$ cat src/pfra_pkg.sv
// Shared types and constants for the page frame refcount allocator.
// No dependencies.
`default_nettype none
package pfra_pkg;
	localparam int unsigned LowLimit = 32'h100000;
	localparam logic [7:0] MarkUsed = 8'd100;

	typedef enum logic [1:0] {
		OP_ALLOC = 2'd0,
		OP_FREE  = 2'd1,
		OP_SHARE = 2'd2,
		OP_INIT  = 2'd3
	} op_t;

	typedef enum logic [2:0] {
		ST_OK           = 3'd0,
		ST_NO_FREE      = 3'd1,
		ST_NONEXIST     = 3'd2,
		ST_ALREADY_FREE = 3'd3,
		ST_LOW          = 3'd4
	} status_t;

	typedef enum logic [0:0] {
		CFG_START = 1'b0,
		CFG_END   = 1'b1
	} cfg_idx_t;

	typedef struct packed {
		logic [1:0]  operation;
		logic [23:0] address;
	} req_t;

	typedef struct packed {
		logic [23:0] page_address;
		logic [2:0]  status;
	} rsp_t;

	typedef enum logic [2:0] {
		S_IDLE, S_RD, S_CHK, S_SCAN, S_FILL, S_FREE, S_DONE, S_CLR
	} state_t;

	// controller -> datapath
	typedef struct packed {
		logic load;      // capture request
		logic rd;        // read count at target index
		logic wr;        // write back modified count
		logic scan;      // read next scan entry
		logic fill;      // write one fill entry
		logic fill_init; // start fill sweep
		logic free_init; // start free sweep
		logic done;      // present result
	} cmd_t;

	// datapath -> controller
	typedef struct packed {
		logic scan_hit;
		logic scan_end;
		logic fill_end;
		logic free_end;
		logic [1:0] op;
	} sts_t;
endpackage
`default_nettype wire

$ cat src/pfra_ctrl.sv
// Sequencer for the allocator: steps each operation through the datapath.
// Depends on pfra_pkg.
`default_nettype none
module pfra_ctrl (
	input  wire logic            clk,
	input  wire logic            arst_n,
	input  wire logic            start,
	output logic                 busy,
	input  wire pfra_pkg::sts_t  sts,
	output pfra_pkg::cmd_t       cmd
);
	pfra_pkg::state_t state_q, state_d;

	// reset starts with a sweep that marks every count used
	always_ff @(posedge clk or negedge arst_n) begin
		if (!arst_n) state_q <= pfra_pkg::S_CLR;
		else state_q <= state_d;
	end

	always_comb begin
		state_d = state_q;
		cmd = '0;
		busy = (state_q != pfra_pkg::S_IDLE);
		case (state_q)
			pfra_pkg::S_IDLE: begin
				if (start) begin
					cmd.load = 1'b1;
					state_d = pfra_pkg::S_RD;
				end
			end
			pfra_pkg::S_RD: begin
				case (sts.op)
					pfra_pkg::OP_ALLOC: begin
						cmd.scan = 1'b1;
						state_d = pfra_pkg::S_SCAN;
					end
					pfra_pkg::OP_INIT: begin
						cmd.fill_init = 1'b1;
						state_d = pfra_pkg::S_FILL;
					end
					default: begin
						cmd.rd = 1'b1;
						state_d = pfra_pkg::S_CHK;
					end
				endcase
			end
			pfra_pkg::S_CHK: begin
				cmd.wr = 1'b1;
				cmd.done = 1'b1;
				state_d = pfra_pkg::S_DONE;
			end
			pfra_pkg::S_SCAN: begin
				if (sts.scan_hit || sts.scan_end) begin
					cmd.wr = 1'b1;
					cmd.done = 1'b1;
					state_d = pfra_pkg::S_DONE;
				end else begin
					cmd.scan = 1'b1;
				end
			end
			pfra_pkg::S_FILL: begin
				cmd.fill = 1'b1;
				if (sts.fill_end) begin
					cmd.free_init = 1'b1;
					state_d = pfra_pkg::S_FREE;
				end
			end
			pfra_pkg::S_FREE: begin
				cmd.fill = 1'b1;
				if (sts.free_end) begin
					cmd.done = 1'b1;
					state_d = pfra_pkg::S_DONE;
				end
			end
			pfra_pkg::S_CLR: begin
				cmd.fill = 1'b1;
				if (sts.fill_end) state_d = pfra_pkg::S_IDLE;
			end
			pfra_pkg::S_DONE: state_d = pfra_pkg::S_IDLE;
			default: state_d = pfra_pkg::S_IDLE;
		endcase
	end
endmodule
`default_nettype wire

$ cat config.mk
export PLATFORM = sky130hd
export DESIGN_NAME = pfra_ctrl
export DESIGN_NICKNAME = d
export VERILOG_FILES = /design/src/pfra_pkg.sv /design/src/pfra_ctrl.sv
export SDC_FILE = /design/constraint.sdc
export NUM_CORES = 1
export LEC_CHECK = 0
export BUFFER_PORTS_ARGS = -buffer_cell sky130_fd_sc_hd__buf_2
export CAP_MARGIN = 25
export CORE_AREA = 2 2 39 41
export CTS_CLUSTER_DIAMETER = 30
export DETAILED_ROUTE_END_ITERATION = 6
export DIE_AREA = 0 0 41 43
export SYNTH_ARGS = -nofsm -noshare
export SYNTH_HDL_FRONTEND = slang
export SYNTH_SLANG_ARGS = --single-unit
$ cat constraint.sdc
create_clock -name clk -period 1.28 [get_ports clk]
set_input_delay 0.256 -clock clk [delete_from_list [all_inputs] [get_ports clk]]
set_output_delay 0.256 -clock clk [all_outputs]
set_load 0.02 [all_outputs]
==> reports/results.ini <==
[finish]
largest_register = state_q
drive_gt1_frac = 0.750
finalCoreUtilization = 0.579
seqCellArea_sq_um = 78.8
multi_input_area_sq_um = 327
largest_reg_flops = 3
fillCellCount = 132
diodes = 0
final_nets = 93
final_cell_area_sq_um = 801
reg.largest.list = state_q x3
area_growth_syn_to_layout_pct = 121

[cts]
cts-htree-levels = 1
cts_inserted_buffers = 3
path_clk_slew_ps = 40
cts_tree = yes
clock_sinks = 3
cts_buffer_depth = 2
clk_latency_ps = 240
root_buffer = clkbuf_4

[critical_path]
ff2ff_path_depth = 6
cp.required_ps = 1020
critical_path_class = register to primary output
cp-end-kind = primary output
startpoint_type = register
cp.arrival_ps = 1360
cp_max_fo = 5
r2r_slack_ps = -130
r2r_end = state_q[0]
reg2reg_from = state_q[2]

[routing]
drt-initial-drc-count = 2
drt_wl_total_mm = 1.28
wl_per_cell_microns = 13.3
firstDrtPassIters = 4
ant_nets = 0
drcViolationCount = 0
routed_via_density = 4.81
vias = 462

[sta]
tightest_slew_ps = 311
fin_crit_sh = 1.26
fin_worst_skew_ps = 5.99
fin_setup_tns_ps = -2850
setup_slack_ps = -331
min_period_ps = 1610
finalMaxSlewViolations = 0
rsz0062_at_grt = true
hold_viol_final = 0
setup_viol = 10
relSlewSlack = 0.792
max_freq_mhz = 621

[job]
maxCapViolCount = 0

[grt]
grt_pass1_vias = 427
grt_pass1_wl_mm = 1.82
track_usage = 0.162
antenna_found_initial = 0
gr-total-overflow = 0
grt_max_degree = 10

[run_status]
outcome = finished, violations left
violations = negative setup slack

[power]
cellLeakagePower_nw = 0.388
sw_frac_of_total = 0.416
power_density_mw_per_mm2 = 2410
p_total_mw = 1.93
p_int_mw = 1.13
p_sw_mw = 0.803
seq_power_share = 0.116
ir_drop_mv = 1.06
power_frac_clock = 0.090
combinationalPowerShare = 0.794

[floorplanning]
die_x_microns = 41
io_pins = 18
coreArea_sq_mm = 0.00138
rows = 14
die_area_sq_mm = 0.00176
die_y_microns = 43
start_util = 0.261

[synth]
ys_types = 23
syn_inst = 41
seq_area_frac_synth = 0.218
yosys_warnings = 0
syn-mean-instance-area_sq_um = 8.82
synth_seq_cells = 3
synth_area_sq_um = 362
syn-num-nets = 53

[hold_path]
min_path_cells = 3
hp-start = sts[3]
hold_end = state_q[2]
min_path_type = input pin to register

[place]
io_buffer_count = 17
place_congestion = 0.799
dpl.hpwl_microns = 773
placedInstanceArea_sq_um = 588

-- area by class of cell --
cell class	instances	share of cell area
repair buffers	39	0.413
multi-input cells	29	0.408
flip-flops and latches	3	0.0984
clock buffers	4	0.0328
well taps	16	0.0250
inverters	5	0.0234
-- routing by layer --
layer  vias to the layer above  GRT usage  share of wire
met4                         0      0.120         0.0039
li1                        225          -              -
met5                         -          0              0
met1                       223      0.188           0.39
met3                         2     0.0314          0.031
met2                        12      0.247           0.58
-- stage by stage --
stage                     instances  worst slack (ps)  hold slack (ps)
after floorplan                  41              -199              108
after CTS                        92              -356              403
after detailed placement         82              -101              223
after global routing             96              -404              423
final                            96              -331              409
after global placement           82             -92.9              223
-- cell usage in the layout (no fill, tap or decap), drive strengths merged --
master | synthesis | final
inv | 5 | 5
nor2 | 2 | 2
a311o | 1 | 1
a21oi | 3 | 3
and3b | 1 | 1
buf | 4 | 38
a41o | 1 | 1
mux2 | 1 | 1
o21ai | 1 | 1
nor3 | 2 | 2
o22ai | 2 | 2
dfstp | 3 | 3
a211oi | 1 | 1
or3 | 1 | 1
a22o | 1 | 1
nor4b | 4 | 4
clkbuf | 0 | 4
a21boi | 1 | 1
dlygate4sd3 | 0 | 1
mux2i | 2 | 2
ha | 3 | 3
nand2 | 2 | 2
-- worst max path at each step --
stage | from | end | slack, ps | cells after the start
global placement | state_q[2] | cmd[4] | -90 | 3
floorplan | state_q[0] | cmd[2] | -200 | 3
detailed placement | state_q[2] | cmd[2] | -100 | 3
global route | state_q[0] | cmd[6] | -400 | 3
CTS | state_q[0] | cmd[0] | -360 | 4
finish | state_q[0] | cmd[2] | -330 | 3
-- repair_timing --
action | 4_1_cts | 5_1_grt
resized for setup | 9 | 19
pin swaps | 2 | 5
hold buffers | 1 | 0
setup endpoints to repair | 12 | 12
setup buffers | 5 | 6
hold endpoints to repair | 3 | 0
-- logic make-up (layout without fill, tap and decap cells) --
| logic type | count (synthesis) | in the layout | synth area share |
|---|---|---|---|
| flip-flops | 3 | 3 | 0.218 |
| multiplexers | 3 | 3 | 0.0969 |
| adder cells (fa/ha/maj) | 3 | 3 | 0.104 |
| buffers and inverters | 9 | 48 | 0.138 |
| AND/OR/NAND/NOR | 12 | 12 | 0.208 |
| AO/OA/AOI/OAI | 11 | 11 | 0.235 |
-- power groups by stage --
stage	clock, mW	sequential [mW]	combinational [mW]
detailed placement	0	0.269	0.951
CTS	0.181	0.219	1.24
finish	0.174	0.225	1.53
global placement	0	0.267	0.945
global route	0.196	0.234	1.62
floorplan	0	0.201	0.756
-- cell usage after synthesis --
library cell,count,area (sq um)
nand2_1,2,7.51
and3b_1,1,8.76
or3_1,1,6.26
a211oi_2,1,12.5
nor2_1,2,7.51
o21ai_0,1,5.00
a41o_1,1,10.0
a21oi_1,2,10.0
dfstp_2,3,78.8
a22o_1,1,8.76
a311o_1,1,10.0
nor4b_1,4,35.0
buf_6,1,11.3
mux2_4,1,15.0
mux2i_1,2,20.0
ha_1,3,37.5
a21oi_2,1,8.76
o22ai_1,2,12.5
nor3_1,2,10.0
a21boi_0,1,7.51
buf_4,2,15.0
inv_1,5,18.8
buf_2,1,5.00
-- worst max-delay path, stage by stage (launching register included) --
cell and delay (ps):
dfstp_2 530, inv_1 130, nor4b_4 280, buf_4 180
(Power assumes the default switching activity.)
